## src/hw/rtl/adaptive_lms_noise_canceller_macros.svh

```systemverilog
// ----------------------------------------------------------------------------
// adaptive lms noise canceller assertion macros
// shared concurrent assertion forms, clocked on clk_i, quiet in reset
// ----------------------------------------------------------------------------
`ifndef ADAPTIVE_LMS_NOISE_CANCELLER_MACROS_SVH
`define ADAPTIVE_LMS_NOISE_CANCELLER_MACROS_SVH

// same-cycle implication
`define ALNC_ASSERT_IMPL(lbl, ante, cons, msg) \
  lbl: assert property (@(posedge clk_i) disable iff (!rst_ni) (ante) |-> (cons)) \
    else $error(msg);

// next-cycle implication
`define ALNC_ASSERT_NEXT(lbl, ante, cons, msg) \
  lbl: assert property (@(posedge clk_i) disable iff (!rst_ni) (ante) |=> (cons)) \
    else $error(msg);

`endif

```

## src/hw/rtl/alnc_pkg.sv

```systemverilog
// ----------------------------------------------------------------------------
// alnc_pkg
// types and constants shared by the noise canceller controller and datapath
// ----------------------------------------------------------------------------
package alnc_pkg;

  localparam int SMP_W     = 16;
  localparam int IDX_W     = 4;
  localparam int CFG_IDX_W = 2;
  localparam int S_TDATA_W = 56;
  localparam int S_TUSER_W = 2;
  localparam int M_TDATA_W = 32;

  // shared multiplier operand and product widths
  localparam int MA_W   = 32;
  localparam int MB_W   = 17;
  localparam int PROD_W = 49;
  // divider: magnitude of mu*e*x stays below 2**46
  localparam int DIV_W  = 46;
  localparam int DIV_CW = 6;
  localparam int TERM_W = 36;
  localparam int CP_W   = 17;

  localparam int LEAK_FACTOR = 328;
  localparam int KEPT_BASE   = 32767;
  localparam int COEF_MAX    = 16384;
  localparam int COEF_MIN    = -32768;

  typedef enum logic [1:0] {
    REQ_SAMPLE = 2'd0,
    REQ_WRITE  = 2'd1,
    REQ_READ   = 2'd2,
    REQ_NONE   = 2'd3
  } req_e;

  typedef enum logic [2:0] {
    MODE_LMS        = 3'd0,
    MODE_NLMS       = 3'd1,
    MODE_SIGN_ERR   = 3'd2,
    MODE_SIGN_DATA  = 3'd3,
    MODE_SIGN_SIGN  = 3'd4,
    MODE_LEAKY_LMS  = 3'd5,
    MODE_LEAKY_NLMS = 3'd6,
    MODE_HOLD       = 3'd7
  } mode_e;

  typedef enum logic [CFG_IDX_W-1:0] {
    CFG_STEP = 2'd0,
    CFG_MODE = 2'd1
  } cfg_e;

  typedef enum logic [2:0] {
    MUL_CX, MUL_XX, MUL_MUE, MUL_LEAKF, MUL_TX, MUL_LEAK
  } mul_sel_e;

  typedef enum logic [1:0] {
    WB_KEEP, WB_WRITE, WB_UPDATE
  } wb_e;

  typedef enum logic [4:0] {
    ST_IDLE, ST_DISPATCH, ST_SHIFT, ST_FIR, ST_FIR_END, ST_NORM, ST_NORM_END,
    ST_ERR, ST_MUE, ST_KEEP, ST_KEEP_LD, ST_TAP_MUL, ST_TAP_LEAK, ST_TAP_CP,
    ST_DIV, ST_DIV_END, ST_TAP_WB, ST_RW, ST_FINISH
  } state_e;

  typedef struct packed {
    logic     load;
    logic     shift_in;
    logic     rot_line;
    logic     rot_coef;
    wb_e      wb;
    logic     mul_en;
    mul_sel_e mul_sel;
    logic     acc_clr;
    logic     acc_add;
    logic     nrm_add;
    logic     err_ld;
    logic     p1_ld;
    logic     kept_ld;
    logic     term_ld;
    logic     cp_ld;
    logic     div_start;
    logic     div_step;
    logic     div_done;
    logic     rd_cap;
    logic     out_ld;
  } cmd_t;

  typedef struct packed {
    req_e req;
    logic is_nlms;
    logic mode_hold;
    logic norm_zero;
  } stat_t;

endpackage

```

## src/hw/rtl/alnc_ctrl.sv

```systemverilog
// ----------------------------------------------------------------------------
// alnc_ctrl
// sequencer for the tap passes, the per-tap update steps and the divider
// ----------------------------------------------------------------------------
`include "adaptive_lms_noise_canceller_macros.svh"

module alnc_ctrl import alnc_pkg::*; #(
  parameter int NUM_TAPS = 16,
  parameter int KW       = 4
) (
  input  logic          clk_i,
  input  logic          rst_ni,
  input  logic          in_valid_i,
  output logic          in_ready_o,
  output logic          out_valid_o,
  input  logic          m_ready_i,
  input  stat_t         stat_i,
  output cmd_t          cmd_o,
  output logic [KW-1:0] tap_k_o
);

  state_e              state_q, state_d;
  logic [KW-1:0]       k_q, k_d;
  logic [DIV_CW-1:0]   div_q, div_d;
  logic                out_valid_q;
  logic                k_last;

  assign k_last      = (k_q == KW'(NUM_TAPS - 1));
  assign tap_k_o     = k_q;
  assign out_valid_o = out_valid_q;

  always_ff @(posedge clk_i or negedge rst_ni) begin
    if (!rst_ni) begin
      state_q     <= ST_IDLE;
      k_q         <= '0;
      div_q       <= '0;
      out_valid_q <= 1'b0;
    end else begin
      state_q <= state_d;
      k_q     <= k_d;
      div_q   <= div_d;
      if (cmd_o.out_ld) begin
        out_valid_q <= 1'b1;
      end else if (m_ready_i) begin
        out_valid_q <= 1'b0;
      end
    end
  end

  always_comb begin
    state_d    = state_q;
    k_d        = k_q;
    div_d      = div_q;
    cmd_o      = '0;
    in_ready_o = 1'b0;
    unique case (state_q)
      ST_IDLE: begin
        in_ready_o = 1'b1;
        if (in_valid_i) begin
          cmd_o.load = 1'b1;
          state_d    = ST_DISPATCH;
        end
      end
      ST_DISPATCH: begin
        k_d = '0;
        unique case (stat_i.req)
          REQ_SAMPLE: state_d = ST_SHIFT;
          REQ_WRITE:  state_d = ST_RW;
          REQ_READ:   state_d = ST_RW;
          REQ_NONE:   state_d = ST_FINISH;
          default:    state_d = ST_FINISH;
        endcase
      end
      ST_SHIFT: begin
        cmd_o.shift_in = 1'b1;
        cmd_o.acc_clr  = 1'b1;
        state_d        = ST_FIR;
      end
      ST_FIR: begin
        cmd_o.mul_en   = 1'b1;
        cmd_o.mul_sel  = MUL_CX;
        cmd_o.rot_line = 1'b1;
        cmd_o.rot_coef = 1'b1;
        cmd_o.wb       = WB_KEEP;
        cmd_o.acc_add  = (k_q != '0);
        if (k_last) begin
          k_d     = '0;
          state_d = ST_FIR_END;
        end else begin
          k_d = k_q + 1'b1;
        end
      end
      ST_FIR_END: begin
        cmd_o.acc_add = 1'b1;
        state_d       = stat_i.is_nlms ? ST_NORM : ST_ERR;
      end
      ST_NORM: begin
        cmd_o.mul_en   = 1'b1;
        cmd_o.mul_sel  = MUL_XX;
        cmd_o.rot_line = 1'b1;
        cmd_o.nrm_add  = (k_q != '0);
        if (k_last) begin
          k_d     = '0;
          state_d = ST_NORM_END;
        end else begin
          k_d = k_q + 1'b1;
        end
      end
      ST_NORM_END: begin
        cmd_o.nrm_add = 1'b1;
        state_d       = ST_ERR;
      end
      ST_ERR: begin
        cmd_o.err_ld = 1'b1;
        state_d      = ST_MUE;
      end
      ST_MUE: begin
        cmd_o.mul_en  = 1'b1;
        cmd_o.mul_sel = MUL_MUE;
        state_d       = ST_KEEP;
      end
      ST_KEEP: begin
        cmd_o.p1_ld   = 1'b1;
        cmd_o.mul_en  = 1'b1;
        cmd_o.mul_sel = MUL_LEAKF;
        state_d       = ST_KEEP_LD;
      end
      ST_KEEP_LD: begin
        cmd_o.kept_ld = 1'b1;
        state_d       = stat_i.mode_hold ? ST_FINISH : ST_TAP_MUL;
      end
      ST_TAP_MUL: begin
        cmd_o.mul_en  = 1'b1;
        cmd_o.mul_sel = MUL_TX;
        state_d       = ST_TAP_LEAK;
      end
      ST_TAP_LEAK: begin
        cmd_o.term_ld   = 1'b1;
        cmd_o.div_start = 1'b1;
        cmd_o.mul_en    = 1'b1;
        cmd_o.mul_sel   = MUL_LEAK;
        state_d         = ST_TAP_CP;
      end
      ST_TAP_CP: begin
        cmd_o.cp_ld = 1'b1;
        if (stat_i.is_nlms && !stat_i.norm_zero) begin
          div_d   = '0;
          state_d = ST_DIV;
        end else begin
          state_d = ST_TAP_WB;
        end
      end
      ST_DIV: begin
        cmd_o.div_step = 1'b1;
        if (div_q == DIV_CW'(DIV_W - 1)) begin
          state_d = ST_DIV_END;
        end else begin
          div_d = div_q + 1'b1;
        end
      end
      ST_DIV_END: begin
        cmd_o.div_done = 1'b1;
        state_d        = ST_TAP_WB;
      end
      ST_TAP_WB: begin
        cmd_o.rot_coef = 1'b1;
        cmd_o.rot_line = 1'b1;
        cmd_o.wb       = WB_UPDATE;
        if (k_last) begin
          k_d     = '0;
          state_d = ST_FINISH;
        end else begin
          k_d     = k_q + 1'b1;
          state_d = ST_TAP_MUL;
        end
      end
      ST_RW: begin
        cmd_o.rot_coef = 1'b1;
        cmd_o.wb       = WB_WRITE;
        cmd_o.rd_cap   = 1'b1;
        if (k_last) begin
          k_d     = '0;
          state_d = ST_FINISH;
        end else begin
          k_d = k_q + 1'b1;
        end
      end
      ST_FINISH: begin
        if (!out_valid_q || m_ready_i) begin
          cmd_o.out_ld = 1'b1;
          state_d      = ST_IDLE;
        end
      end
      default: state_d = ST_IDLE;
    endcase
  end

  `ALNC_ASSERT_IMPL(a_out_ld_free, cmd_o.out_ld, (!out_valid_q || m_ready_i), "result overwritten")
  `ALNC_ASSERT_NEXT(a_busy_after_accept, (in_valid_i && in_ready_o), !in_ready_o, "second accept")
  `ALNC_ASSERT_IMPL(a_div_nlms, cmd_o.div_step, (stat_i.is_nlms && !stat_i.norm_zero), "bad divide")
  `ALNC_ASSERT_IMPL(a_tap_range, state_q != ST_IDLE, (k_q <= KW'(NUM_TAPS - 1)), "tap count overrun")

endmodule

```

## src/hw/rtl/alnc_dp.sv

```systemverilog
// ----------------------------------------------------------------------------
// alnc_dp
// tap line, coefficient ring, shared multiplier, accumulators, divider
// ----------------------------------------------------------------------------
module alnc_dp import alnc_pkg::*; #(
  parameter int NUM_TAPS = 16,
  parameter int KW       = 4
) (
  input  logic                 clk_i,
  input  logic                 rst_ni,
  input  cmd_t                 cmd_i,
  input  logic [KW-1:0]        tap_k_i,
  output stat_t                stat_o,
  input  logic [S_TDATA_W-1:0] in_data_i,
  input  logic [S_TUSER_W-1:0] in_user_i,
  input  logic                 cfg_we_i,
  input  logic [CFG_IDX_W-1:0] cfg_index_i,
  input  logic [SMP_W-1:0]     cfg_data_i,
  output logic [M_TDATA_W-1:0] out_data_o
);

  logic signed [SMP_W-1:0]  line_q [NUM_TAPS];
  logic signed [SMP_W-1:0]  coef_q [NUM_TAPS];
  logic signed [SMP_W-1:0]  step_q;
  mode_e                    mode_q;
  req_e                     req_q;
  logic signed [SMP_W-1:0]  sig_q, ref_q, val_q;
  logic [IDX_W-1:0]         idx_q;
  logic [31:0]              acc_q, nrm_q;
  logic signed [SMP_W-1:0]  err_q;
  logic signed [MA_W-1:0]   p1_q;
  logic signed [MB_W-1:0]   kept_q;
  logic signed [PROD_W-1:0] prod_q;
  logic signed [TERM_W-1:0] term_q;
  logic signed [CP_W-1:0]   cp_q;
  logic [DIV_W-1:0]         dvd_q;
  logic [SMP_W:0]           rem_q;
  logic                     qneg_q;
  logic signed [SMP_W-1:0]  rd_q, err_out_q, tap_rd_q;

  logic signed [SMP_W-1:0]  x_h, c_h, norm, y, wb_val;
  logic signed [MA_W-1:0]   mul_a;
  logic signed [MB_W-1:0]   mul_b;
  logic signed [PROD_W-1:0] mul_p;
  logic signed [SMP_W:0]    diff;
  logic signed [TERM_W-1:0] term_d;
  logic signed [32:0]       neg_v;
  logic signed [TERM_W:0]   sum;
  logic [SMP_W:0]           dvs, rem_sh;
  logic signed [DIV_W:0]    quot;
  logic                     hit, use_p1, is_leaky;

  assign x_h      = line_q[NUM_TAPS-1];
  assign c_h      = coef_q[0];
  assign norm     = nrm_q[31:16];
  assign y        = acc_q[31:16];
  assign hit      = (9'(idx_q) == 9'(tap_k_i));
  assign use_p1   = (mode_q != MODE_SIGN_ERR);
  assign is_leaky = (mode_q == MODE_LEAKY_LMS) || (mode_q == MODE_LEAKY_NLMS);

  assign stat_o.req       = req_q;
  assign stat_o.is_nlms   = (mode_q == MODE_NLMS) || (mode_q == MODE_LEAKY_NLMS);
  assign stat_o.mode_hold = (mode_q == MODE_HOLD);
  assign stat_o.norm_zero = (norm == '0);

  assign out_data_o = {tap_rd_q, err_out_q};

  // shared multiplier operands
  always_comb begin
    unique case (cmd_i.mul_sel)
      MUL_CX:    begin mul_a = MA_W'(c_h);         mul_b = MB_W'(x_h);  end
      MUL_XX:    begin mul_a = MA_W'(x_h);         mul_b = MB_W'(x_h);  end
      MUL_MUE:   begin mul_a = MA_W'(step_q);      mul_b = MB_W'(err_q); end
      MUL_LEAKF: begin mul_a = MA_W'(LEAK_FACTOR); mul_b = MB_W'(step_q); end
      MUL_TX:    begin
        mul_a = use_p1 ? p1_q : MA_W'(step_q);
        mul_b = MB_W'(x_h);
      end
      MUL_LEAK:  begin mul_a = MA_W'(c_h);         mul_b = kept_q;       end
      default:   begin mul_a = '0;                 mul_b = '0;           end
    endcase
  end
  assign mul_p = mul_a * mul_b;

  // error difference, saturated when loaded into err_q
  assign diff = 17'(sig_q) - 17'(y);

  // update term for the non-dividing rules
  always_comb begin
    term_d = '0;
    neg_v  = '0;
    unique case (mode_q)
      MODE_LMS, MODE_LEAKY_LMS: term_d = TERM_W'(prod_q >>> 30);
      MODE_SIGN_ERR: begin
        neg_v = -(33'(prod_q));
        if (err_q > 0) begin
          term_d = TERM_W'(prod_q >>> 15);
        end else if (err_q < 0) begin
          term_d = TERM_W'(neg_v >>> 15);
        end
      end
      MODE_SIGN_DATA: begin
        neg_v = -(33'(p1_q));
        if (x_h > 0) begin
          term_d = TERM_W'(p1_q >>> 15);
        end else if (x_h < 0) begin
          term_d = TERM_W'(neg_v >>> 15);
        end
      end
      MODE_SIGN_SIGN: begin
        neg_v = -(33'(step_q));
        if ((err_q > 0 && x_h > 0) || (err_q < 0 && x_h < 0)) begin
          term_d = TERM_W'(step_q >>> 3);
        end else if ((err_q > 0 && x_h < 0) || (err_q < 0 && x_h > 0)) begin
          term_d = TERM_W'(neg_v >>> 3);
        end
      end
      default: term_d = '0;
    endcase
  end

  // restoring divider on magnitudes
  assign dvs    = norm[SMP_W-1] ? (SMP_W+1)'(-(17'(norm))) : (SMP_W+1)'(norm);
  assign rem_sh = {rem_q[SMP_W-1:0], dvd_q[DIV_W-1]};
  assign quot   = qneg_q ? -$signed({1'b0, dvd_q}) : $signed({1'b0, dvd_q});

  // write-back: host writes as is, updates saturate to the asymmetric range
  always_comb begin
    sum = (TERM_W+1)'(cp_q) + (TERM_W+1)'(term_q);
    unique case (cmd_i.wb)
      WB_WRITE:  wb_val = (req_q == REQ_WRITE && hit) ? val_q : c_h;
      WB_UPDATE: begin
        if (sum > (TERM_W+1)'(COEF_MAX)) begin
          wb_val = SMP_W'(COEF_MAX);
        end else if (sum < (TERM_W+1)'(COEF_MIN)) begin
          wb_val = SMP_W'(COEF_MIN);
        end else begin
          wb_val = SMP_W'(sum);
        end
      end
      default:   wb_val = c_h;
    endcase
  end

  always_ff @(posedge clk_i or negedge rst_ni) begin
    if (!rst_ni) begin
      for (int j = 0; j < NUM_TAPS; j++) begin
        line_q[j] <= '0;
        coef_q[j] <= '0;
      end
      step_q <= '0;
      mode_q <= MODE_LMS;
    end else begin
      if (cfg_we_i) begin
        if (cfg_index_i == CFG_STEP) begin
          step_q <= cfg_data_i;
        end else if (cfg_index_i == CFG_MODE) begin
          mode_q <= mode_e'(cfg_data_i[2:0]);
        end
      end
      // line rotates towards the top, the head sits at the last tap
      if (cmd_i.shift_in || cmd_i.rot_line) begin
        for (int j = 1; j < NUM_TAPS; j++) begin
          line_q[j] <= line_q[j-1];
        end
        line_q[0] <= cmd_i.shift_in ? ref_q : x_h;
      end
      // coefficient ring rotates towards the bottom, head at entry zero
      if (cmd_i.rot_coef) begin
        for (int j = 0; j < NUM_TAPS - 1; j++) begin
          coef_q[j] <= coef_q[j+1];
        end
        coef_q[NUM_TAPS-1] <= wb_val;
      end
    end
  end

  // payload registers
  always_ff @(posedge clk_i) begin
    if (cmd_i.load) begin
      req_q <= req_e'(in_user_i);
      sig_q <= in_data_i[15:0];
      ref_q <= in_data_i[31:16];
      idx_q <= in_data_i[35:32];
      val_q <= in_data_i[51:36];
      rd_q  <= '0;
    end else if (cmd_i.rd_cap && req_q == REQ_READ && hit) begin
      rd_q <= c_h;
    end
    if (cmd_i.mul_en)  prod_q <= mul_p;
    if (cmd_i.acc_clr) begin
      acc_q <= '0;
      nrm_q <= '0;
    end else begin
      if (cmd_i.acc_add) acc_q <= acc_q + prod_q[31:0];
      if (cmd_i.nrm_add) nrm_q <= nrm_q + prod_q[31:0];
    end
    if (cmd_i.err_ld) begin
      if (diff > 17'sd32767) begin
        err_q <= 16'sh7fff;
      end else if (diff < -17'sd32768) begin
        err_q <= 16'sh8000;
      end else begin
        err_q <= SMP_W'(diff);
      end
    end
    if (cmd_i.p1_ld)   p1_q   <= MA_W'(prod_q);
    if (cmd_i.kept_ld) kept_q <= MB_W'(KEPT_BASE) - MB_W'(prod_q >>> 13);
    if (cmd_i.div_done) begin
      term_q <= TERM_W'(quot >>> 14);
    end else if (cmd_i.term_ld) begin
      term_q <= term_d;
    end
    if (cmd_i.cp_ld) cp_q <= is_leaky ? CP_W'(prod_q >>> 15) : CP_W'(c_h);
    if (cmd_i.div_start) begin
      dvd_q  <= prod_q[PROD_W-1] ? DIV_W'(-prod_q) : DIV_W'(prod_q);
      rem_q  <= '0;
      qneg_q <= prod_q[PROD_W-1] ^ norm[SMP_W-1];
    end else if (cmd_i.div_step) begin
      if (rem_sh >= dvs) begin
        rem_q <= rem_sh - dvs;
        dvd_q <= {dvd_q[DIV_W-2:0], 1'b1};
      end else begin
        rem_q <= rem_sh;
        dvd_q <= {dvd_q[DIV_W-2:0], 1'b0};
      end
    end
    if (cmd_i.out_ld) begin
      err_out_q <= (req_q == REQ_SAMPLE) ? err_q : '0;
      tap_rd_q  <= rd_q;
    end
  end

endmodule

```

## src/hw/rtl/adaptive_lms_noise_canceller.sv

```systemverilog
// ----------------------------------------------------------------------------
// adaptive_lms_noise_canceller
// adaptive fir noise canceller with lms, nlms, sign and leaky update rules
// ----------------------------------------------------------------------------
//  channel | direction | transfer moves
//  s_axis  | in        | one request: sample, coefficient write or read
//  m_axis  | out       | one result per request: error and coefficient read
//  cfg     | in        | register write: step size or algorithm mode
//
//  a sample runs the fir pass, the norm pass for nlms, the error and step
//  products, then the per-tap update steps (hold mode skips these), with the
//  46-step restoring divider per tap in nlms modes with a nonzero norm
//  coefficient write or read: one ring rotation
//  reset clears tap line, coefficients and registers at once, no sweep
//  a finished result sits in the output register, so the next request is
//  taken while the sink stalls; the item after that waits for the slot
// ----------------------------------------------------------------------------
module adaptive_lms_noise_canceller import alnc_pkg::*; #(
  parameter int NUM_TAPS = 16
) (
  input  logic                 clk_i,
  input  logic                 rst_ni,
  // slave side
  input  logic                 s_axis_tvalid,
  output logic                 s_axis_tready,
  // primary_sample[15:0], noise_ref[31:16], tap_index[35:32],
  // tap_value[51:36], zero pad [55:52]
  input  logic [S_TDATA_W-1:0] s_axis_tdata,
  // req_type[1:0]
  input  logic [S_TUSER_W-1:0] s_axis_tuser,
  // master side
  output logic                 m_axis_tvalid,
  input  logic                 m_axis_tready,
  // error_out[15:0], tap_read[31:16]
  output logic [M_TDATA_W-1:0] m_axis_tdata,
  // configuration write channel
  input  logic                 cfg_valid_i,
  output logic                 cfg_ready_o,
  input  logic [CFG_IDX_W-1:0] cfg_index_i,
  input  logic [SMP_W-1:0]     cfg_data_i
);

  // tap counter width
  localparam int KW = $clog2(NUM_TAPS);

  cmd_t          cmd;
  stat_t         stat;
  logic [KW-1:0] tap_k;

  // user must change registers only while idle, unchecked; writes always taken
  assign cfg_ready_o = 1'b1;

  // sequencer: passes over the taps and per-tap update steps
  alnc_ctrl #(
    .NUM_TAPS (NUM_TAPS),
    .KW       (KW)
  ) u_ctrl (
    .clk_i       (clk_i),
    .rst_ni      (rst_ni),
    .in_valid_i  (s_axis_tvalid),
    .in_ready_o  (s_axis_tready),
    .out_valid_o (m_axis_tvalid),
    .m_ready_i   (m_axis_tready),
    .stat_i      (stat),
    .cmd_o       (cmd),
    .tap_k_o     (tap_k)
  );

  // datapath: tap line, coefficient ring, multiplier, divider, result register
  alnc_dp #(
    .NUM_TAPS (NUM_TAPS),
    .KW       (KW)
  ) u_dp (
    .clk_i       (clk_i),
    .rst_ni      (rst_ni),
    .cmd_i       (cmd),
    .tap_k_i     (tap_k),
    .stat_o      (stat),
    .in_data_i   (s_axis_tdata),
    .in_user_i   (s_axis_tuser),
    .cfg_we_i    (cfg_valid_i & cfg_ready_o),
    .cfg_index_i (cfg_index_i),
    .cfg_data_i  (cfg_data_i),
    .out_data_o  (m_axis_tdata)
  );

endmodule

```

## config.mk

```make
export PLATFORM = sky130hd
export DESIGN_NAME = adaptive_lms_noise_canceller
export DESIGN_NICKNAME = d
export VERILOG_FILES = /design/src/hw/rtl/alnc_pkg.sv /design/src/hw/rtl/alnc_ctrl.sv /design/src/hw/rtl/alnc_dp.sv /design/src/hw/rtl/adaptive_lms_noise_canceller.sv
export VERILOG_INCLUDE_DIRS = /design/src /design/src/hw/rtl
export SDC_FILE = /design/constraint.sdc
export NUM_CORES = 2
export LEC_CHECK = 0
export BUFFER_PORTS_ARGS = -buffer_cell sky130_fd_sc_hd__buf_2
export CORE_MARGIN = 4
export CORE_UTILIZATION = 45
export DETAILED_ROUTE_END_ITERATION = 8
export PLACE_DENSITY_LB_ADDON = 0.3
export SYNTH_ARGS = -nofsm -noshare
export SYNTH_HDL_FRONTEND = slang
export SYNTH_SLANG_ARGS = --single-unit
```

## constraint.sdc

```tcl
create_clock -name clk_i -period 10.3 [get_ports clk_i]
set_input_delay 0.515 -clock clk_i [delete_from_list [all_inputs] [get_ports clk_i]]
set_output_delay 0.515 -clock clk_i [all_outputs]
set_load 0.05 [all_outputs]
```

After elaboration in Yosys (flattened, before gate mapping). Cells that the tools add are included.

Bits in registers: 943. Bits of input ports: 81. Logic and storage cells: 233. Output and inout bits: 35.

Bitwise operators: 2. $add $sub $neg: 14. Eq/ne operators: 48. Order comparisons: 9. Mux-type cells: 64. Multiply operators: 1. Reductions and logical operators: 38.

Operator list (count): $mux W36 (8); $pmux W32 S5 (1); $pmux W36 S4 (1); $mux W46 (3); $mux W16 (6); $pmux W5 S19 (1); $pmux W17 S4 (1); $add A32 B32 Y32 (2); $mul A32 B17 Y49 (1); $mux W47 (1); $neg A46 Y47 (1); $neg A46 Y46 (1); $mux W5 (9); $eq A5 B4 Y1 const B (8); $add A17 B36 Y37 (1); $gt A37 B16 Y1 const B (1); $lt A37 B16 Y1 const B (1); $mux W17 (2); $neg A16 Y33 (1); $neg A32 Y33 (1); $neg A33 Y33 (1); $gt A16 B1 Y1 const B (2); $lt A16 B1 Y1 const B (2); $mux W32 (1); other kinds (52) (119).

Depth between registers and ports, before layout.
Depth in word-level cells: 8. Mapped depth: 34. Depth with buffers taken out: 32.

By module. Synthesis repeated with hierarchy kept, for this count alone.

Cell total of the unflattened synthesis: 6209. Area total of the unflattened synthesis: 65116.2 µm².

By module, submodules not included: alnc_dp (sequential area each 24158.2 µm², area an instance 63638.5 µm², cells each 6021, times used 1); alnc_ctrl (sequential area each 400.4 µm², area an instance 1466.4 µm², cells each 186, times used 1); adaptive_lms_noise_canceller (sequential area each 0.0 µm², area an instance 11.3 µm², cells each 2, times used 1).

Worst setup path before layout. No wires, ideal clock.

Kind: register to register. Start point: register u_ctrl.state_q[0]. End point: register u_dp.prod_q[47] (data pin). Buffers on the path: 2. Data arrival time: 8.174 ns. Library setup time: 0.258 ns. Data required time: 10.042 ns. Cell stages (with the launch flop): 33. Setup slack: 1.868 ns. Period minus slack after synthesis: 8.432 ns. Cells stage by stage: dfrtp_1 > clkinv_1 > nor2_1 > a21oi_1 > o21ai_0 > nand2_1 > a222oi_1 > clkbuf_1 > o21a_1 > clkbuf_1 > nor2_1 > fa_1 > inv_1 > fa_1 > fa_1 > inv_1 > fa_1 > fa_1 > inv_1 > fa_1 > inv_1 > ha_1 > a21o_1 > a21o_1 > a221o_1 > and2_1 > a41o_1 > a21boi_0 > a21oi_1 > a221o_1 > a211o_1 > a21oi_1 > xnor2_1.

Longest elaborated chain between the ends: 6. Elaborated cells on any way between the ends: 18. Those cells by class: mul: 1; eq/ne: 11; mux: 3; reduce/logical: 3.

Ends and longest elaborated chain: from (decl) (RTL line alnc_ctrl.sv:22) `state_e state_q, state_d;`; from (signal assigned) (RTL line alnc_ctrl.sv:39) `state_q <= state_d;`; $eq A5 B4 Y1, or another cell as far along (RTL line alnc_ctrl.sv:56) `unique case (state_q)`; $pmux W4 S6 * (RTL line alnc_ctrl.sv:56); $eq A3 B1 Y1, or another cell as far along (RTL line alnc_dp.sv:70) `unique case (cmd_i.mul_sel)`; $reduce_or A3 Y1 (no line) or $reduce_or A2 Y1 (tied branches); $pmux W17 S4 or $pmux W32 S5 (tied branches) (RTL line alnc_dp.sv:70); $mul A32 B17 Y49 * (RTL line alnc_dp.sv:83) `assign mul_p = mul_a * mul_b;`; via u_dp.mul_p[47] (RTL line alnc_dp.sv:44) `logic signed [PROD_W-1:0] mul_p;`; to (signal assigned) (RTL line alnc_dp.sv:190) `if (cmd_i.mul_en) prod_q <= mul_p;`; to (decl) (RTL line alnc_dp.sv:33) `logic signed [PROD_W-1:0] prod_q;`.

Mark *: on every way through the listed nets, which the timed path passes. The rest lies on a longest branch. A chain may end at the register's enable or synchronous reset.

Worst setup path after layout.
Start point: register u_ctrl.state_q[4]. End point: register u_dp.prod_q[47] (data pin).

Same word-level chain as after synthesis.

==> flow_summary.html <==
<table>
<tr><th>Metric</th><th>Value</th></tr>
<tr><th colspan="2">Placed design</th></tr>
<tr><td>Weighted congestion reported at the end of routability-driven placement</td><td>0.976</td></tr>
<tr><td>Count of input and output buffers</td><td>110</td></tr>
<tr><td>HPWL reported at the end of detailed placement</td><td>131 mm</td></tr>
<tr><td>Place WS</td><td>547 ps</td></tr>
<tr><td>Placed cell area</td><td>67400 sq um</td></tr>
<tr><th colspan="2">Clock network</th></tr>
<tr><td>Sink Count</td><td>941</td></tr>
<tr><td>Post-CTS repair timing setup buffer count</td><td>0</td></tr>
<tr><td>Source-to-sink clock delay at the later pin of the worst-skew pair</td><td>between 700 and 800 ps</td></tr>
<tr><td>Root buffer cell</td><td>sky130_fd_sc_hd__clkbuf_16</td></tr>
<tr><td>CTS tree</td><td>done</td></tr>
<tr><td>Cts bufs inserted</td><td>97</td></tr>
<tr><td>Clock H-tree levels</td><td>3</td></tr>
<tr><td>Clock input transition at the sequential cells of the worst setup and hold paths</td><td>70 ps</td></tr>
<tr><td>Buffers from clock root to sink, at most</td><td>3</td></tr>
<tr><th colspan="2">GRT</th></tr>
<tr><td>Number of antenna violations at the first check in global routing</td><td>6</td></tr>
<tr><td>Number of global-route vias before repair</td><td>about 48000</td></tr>
<tr><td>Global-route met1 utilization</td><td>between 30% and 40%</td></tr>
<tr><td>Met2 GRT Util</td><td>36.8%</td></tr>
<tr><td>Met3 track utilization from global routing</td><td>4.23%</td></tr>
<tr><td>Combined global-route utilization of all metal layers</td><td>a little under a quarter</td></tr>
<tr><td>Overall overflow remaining after global route</td><td>0</td></tr>
<tr><td>Wire length of the first global-routing pass</td><td>276 mm</td></tr>
<tr><td>Busiest metal layer after global routing</td><td>met2</td></tr>
<tr><td>Maximum number of pins on one net before global-route repair</td><td>207</td></tr>
<tr><th colspan="2">Flow run</th></tr>
<tr><td>Max-cap violations</td><td>0</td></tr>
<tr><th colspan="2">Logic synthesis</th></tr>
<tr><td>Top_reg_cell synth</td><td>sky130_fd_sc_hd__dfrtp_1</td></tr>
<tr><td>Post-synthesis average cell area</td><td>approximately 9.7 sq um</td></tr>
<tr><td>Total number of yosys warnings</td><td>0</td></tr>
<tr><td>Flop and latch count out of synthesis</td><td>between 900 and 1000</td></tr>
<tr><td>Proportion of register bits with asynchronous set or reset after synthesis</td><td>around 58%</td></tr>
<tr><td>Netlist cell types</td><td>86</td></tr>
<tr><td>Biggest area consumer among synthesized cells</td><td>sky130_fd_sc_hd__dfrtp_1</td></tr>
<tr><td>Post-synthesis instance total</td><td>between 6000 and 7000</td></tr>
<tr><td>Most area-consuming cells after synthesis</td><td>sky130_fd_sc_hd__dfrtp_1 21%, sky130_fd_sc_hd__fa_1 16%, sky130_fd_sc_hd__edfxtp_1 14%</td></tr>
<tr><td>Number of enable-type register cells in the synthesized netlist</td><td>298</td></tr>
<tr><td>Synthesized cell area</td><td>64500 sq um</td></tr>
<tr><td>Share of the synthesized area in the top cell type</td><td>around a fifth</td></tr>
<tr><td>Sequential element share of the synthesized area</td><td>38.0%</td></tr>
<tr><th colspan="2">Route</th></tr>
<tr><td>ANT nets after route</td><td>0</td></tr>
<tr><td>Vias per inst</td><td>approximately 5.5</td></tr>
<tr><td>Iteration count of the initial detailed-routing pass</td><td>8</td></tr>
<tr><td>Wire length reported by the detailed router</td><td>175 mm</td></tr>
<tr><td>DRC errors left</td><td>0</td></tr>
<tr><td>Number of violations reported at the end of detailed-routing iteration 0</td><td>4579</td></tr>
<tr><td>Vias post-DR</td><td>48100</td></tr>
<tr><td>Wirelength per Cell</td><td>20.1 um</td></tr>
<tr><th colspan="2">Power and ir drop</th></tr>
<tr><td>Maximum vdd drop</td><td>0.000279 V</td></tr>
<tr><td>Lkg Pwr</td><td>34.2 nW</td></tr>
<tr><td>Power per Cell Area</td><td>about 210 nW/um^2</td></tr>
<tr><td>Total design power</td><td>15.1 mW</td></tr>
<tr><th colspan="2">Finish</th></tr>
<tr><td>Most common cell after layout, fill and taps aside</td><td>sky130_fd_sc_hd__nand2_1</td></tr>
<tr><td>Most frequent cells in the layout</td><td>1308 x sky130_fd_sc_hd__nand2_1, 689 x sky130_fd_sc_hd__inv_1, 547 x sky130_fd_sc_hd__dfrtp_1, 526 x sky130_fd_sc_hd__fa_1, 519 x sky130_fd_sc_hd__nor2_1</td></tr>
<tr><td>Fraction of layout instances using a drive strength above 1</td><td>10.3%</td></tr>
<tr><td>Final cell area excluding filler cells</td><td>71300 sq um</td></tr>
<tr><td>Area of the multi-input gates</td><td>36500 sq um</td></tr>
<tr><td>Final nets</td><td>~7600</td></tr>
<tr><td>Register Area</td><td>24600 sq um</td></tr>
<tr><td>Layout filler cell count</td><td>12800</td></tr>
<tr><td>Final design utilization</td><td>roughly half</td></tr>
<tr><td>P&amp;R area growth vs syn</td><td>10.5%</td></tr>
<tr><th colspan="2">Die</th></tr>
<tr><td>Number of I/O pins</td><td>116</td></tr>
<tr><td>Height of the chip</td><td>between 300 and 400 um</td></tr>
<tr><td>Effective utilization at floorplan</td><td>45.4%</td></tr>
<tr><td>Die footprint</td><td>150000 sq um</td></tr>
<tr><td>Area inside the core boundary</td><td>142000 sq um</td></tr>
<tr><td>X dimension of the die</td><td>387 um</td></tr>
<tr><td>Placement Rows</td><td>138</td></tr>
<tr><th colspan="2">Worst setup path</th></tr>
<tr><td>Sort of element at the start of the critical path</td><td>flop</td></tr>
<tr><td>Critical Path Sink Type</td><td>flop</td></tr>
<tr><td>Max FO, Critical Path</td><td>22</td></tr>
<tr><td>Endpoint required time on the critical path</td><td>10760 ps</td></tr>
<tr><td>Worst Setup Path Type</td><td>flop to flop</td></tr>
<tr><td>Critical path arrival</td><td>10190 ps</td></tr>
<tr><th colspan="2">Timing</th></tr>
<tr><td>Worst rel slew slack</td><td>21.0%</td></tr>
<tr><td>Final Hold Violating Endpoints</td><td>0</td></tr>
<tr><td>Final worst setup slack</td><td>566 ps</td></tr>
<tr><td>Final Critical Period</td><td>approximately 9700 ps</td></tr>
<tr><td>Layout Skew</td><td>81.6 ps</td></tr>
<tr><td>Final sum of negative setup slack</td><td>0 ps</td></tr>
<tr><td>Post-route fraction of the period consumed by the critical path</td><td>a little over nine tenths</td></tr>
<tr><td>Setup repair after global routing missed its margin</td><td>no</td></tr>
<tr><td>Number of failing setup endpoints in the final timing report</td><td>0</td></tr>
<tr><td>Worst slew pin tran</td><td>1180 ps</td></tr>
<tr><td>Highest achievable clock rate</td><td>around 100 MHz</td></tr>
<tr><td>Max Transition Viols Final</td><td>0</td></tr>
<tr><th colspan="2">Worst hold path</th></tr>
<tr><td>HP Class</td><td>primary input to flop</td></tr>
<tr><th colspan="2">Run status</th></tr>
<tr><td>Run status</td><td>finished, final reports clean</td></tr>
</table>
[state kept, by name, indices dropped and copies added (netlist names), 16 cells and up]
| register | flops |
|---|---|
| u_dp.dvd_q | 46 |
| u_dp.kept_q | 17 |
| u_dp.nrm_q | 32 |
| u_dp.err_out_q | 16 |
| u_dp.sig_q | 16 |
| u_dp.rem_q | 16 |
| u_dp.x_h | 16 |
| u_dp.prod_q | 49 |
| u_dp.err_q | 16 |
| u_dp.cp_q | 17 |
| u_dp.ref_q | 16 |
| u_dp.acc_q | 32 |
| u_dp.rd_q | 16 |
| u_dp.tap_rd_q | 16 |
| u_dp.line_q | 240 |
| u_dp.coef_q | 240 |
| u_dp.term_q | 34 |
| u_dp.p1_q | 32 |
| u_dp.step_q | 16 |
| u_dp.val_q | 16 |
| u_dp.c_h | 16 |
[synth_stat cells (all sizes together), types with 16 or more instances]
master / number
a211oi: 27
a21o: 82
a21oi: 261
a221oi: 17
a31oi: 19
and2: 55
and3: 28
buf: 19
clkbuf: 283
dfrtp: 547
dfxtp: 96
edfxtp: 298
fa: 526
ha: 259
inv: 689
mux2: 270
mux2i: 67
nand2: 1309
nand2b: 42
nand3: 75
nand4: 24
nor2: 522
nor2b: 42
nor3: 58
nor4: 32
o21a: 45
o21ai: 308
o21bai: 19
o221ai: 29
o22ai: 27
o31ai: 38
or2: 19
or3: 45
or4: 16
xnor2: 129
xor2: 150
[final cells by class]
| class | instances | share of cell area [%] |
|---|---|---|
| multi-input cells | 4738 | 51.1 |
| flip-flops and latches | 941 | 34.4 |
| clock buffers | 132 | 3.76 |
| inverters | 694 | 3.65 |
| well taps | 1890 | 3.31 |
| repair buffers | 278 | 2.81 |
| clock inverters | 51 | 0.907 |
| diodes | 2 | 0.00702 |
[metal layers]
| layer | part of all wire [%] | vias to the layer above |
|---|---|---|
| met2 | 45 | 1725 |
| met1 | 43 | 23800 |
| met5 | 0 | - |
| met3 | 7.7 | 377 |
| li1 | - | 22200 |
| met4 | 4.6 | 0 |
[power by group]
group          internal [mW]  switching (mW)  leakage, nW  total, mW
clock                   2.08            1.56         1.62       3.64
combinational           2.28            3.78         21.5       6.06
sequential              4.69           0.730         11.1       5.42
[per-stage QoR]
stage / std cells / hold WS [ps]
after floorplan: 6675 / 219
after global placement: 8483 / 414
after detailed placement: 8483 / 419
after CTS: 8724 / 29.2
after global routing: 8724 / 63.1
final: 8726 / 84.6
[cell families after synthesis]
group           after synthesis  share of synthesized area [%]
fa+ha+maj                   785                           21.3
other cells                   1                        0.00581
simple gates               2310                           15.2
buf+inv                     996                           5.80
flops                       941                           38.0
compound gates             1025                           10.1
xor+xnor                    279                           3.79
mux                         337                           5.75
[repair_timing]
action                                 4_1_cts  5_1_grt
resized for setup                            0        2
setup endpoints to repair                    0        2
endpoints found under the hold margin      127        0
hold buffers                                58        0
[worst max-delay path, cell delays in order (launching register included)]
cell and delay (ps):
sky130_fd_sc_hd__dfrtp_1 670, sky130_fd_sc_hd__clkinv_1 360, sky130_fd_sc_hd__nand3_1 320, sky130_fd_sc_hd__and2_1 580
sky130_fd_sc_hd__a221o_1 710, sky130_fd_sc_hd__buf_4 420, sky130_fd_sc_hd__nand2_1 110, sky130_fd_sc_hd__fa_1 500
sky130_fd_sc_hd__inv_1 50, sky130_fd_sc_hd__fa_1 490, sky130_fd_sc_hd__fa_1 540, sky130_fd_sc_hd__fa_1 530
sky130_fd_sc_hd__fa_1 550, sky130_fd_sc_hd__inv_1 50, sky130_fd_sc_hd__fa_1 600, sky130_fd_sc_hd__inv_1 70
sky130_fd_sc_hd__ha_1 230, sky130_fd_sc_hd__a2111oi_0 410, sky130_fd_sc_hd__o21ai_0 210, sky130_fd_sc_hd__a31o_2 270
sky130_fd_sc_hd__a21oi_1 180, sky130_fd_sc_hd__o21a_1 150, sky130_fd_sc_hd__a21boi_0 310, sky130_fd_sc_hd__a21oi_1 190
sky130_fd_sc_hd__a221o_1 370, sky130_fd_sc_hd__a211o_1 270, sky130_fd_sc_hd__a21oi_1 170, sky130_fd_sc_hd__xnor2_1 100
[worst paths after layout]
kind / start / endpoint / slack [ps] / cells after the start
worst max-delay path: u_ctrl.state_q[4]$_DFFE_PN0P_ / u_dp.prod_q[47]$_DFFE_PN_ / 570 / 27
worst min-delay path: cfg_data_i[0] / u_dp.mode_q[0]$_DFFE_PN0P_ / 80 / 2
worst max register to register: u_ctrl.state_q[4]$_DFFE_PN0P_ / u_dp.prod_q[47]$_DFFE_PN_ / 570 / 27
worst min register to register: u_dp.rd_q[2]$_SDFFE_PP0P_ / u_dp.tap_rd_q[2]$_DFFE_PP_ / 420 / 0
max in group asynchronous: rst_ni / u_dp.line_q[114]$_DFFE_PN0P_ / 7670 / 4
min in group asynchronous: rst_ni / u_dp.coef_q[235]$_DFFE_PN0N_ / 360 / 2
(Power assumes the default switching activity.)
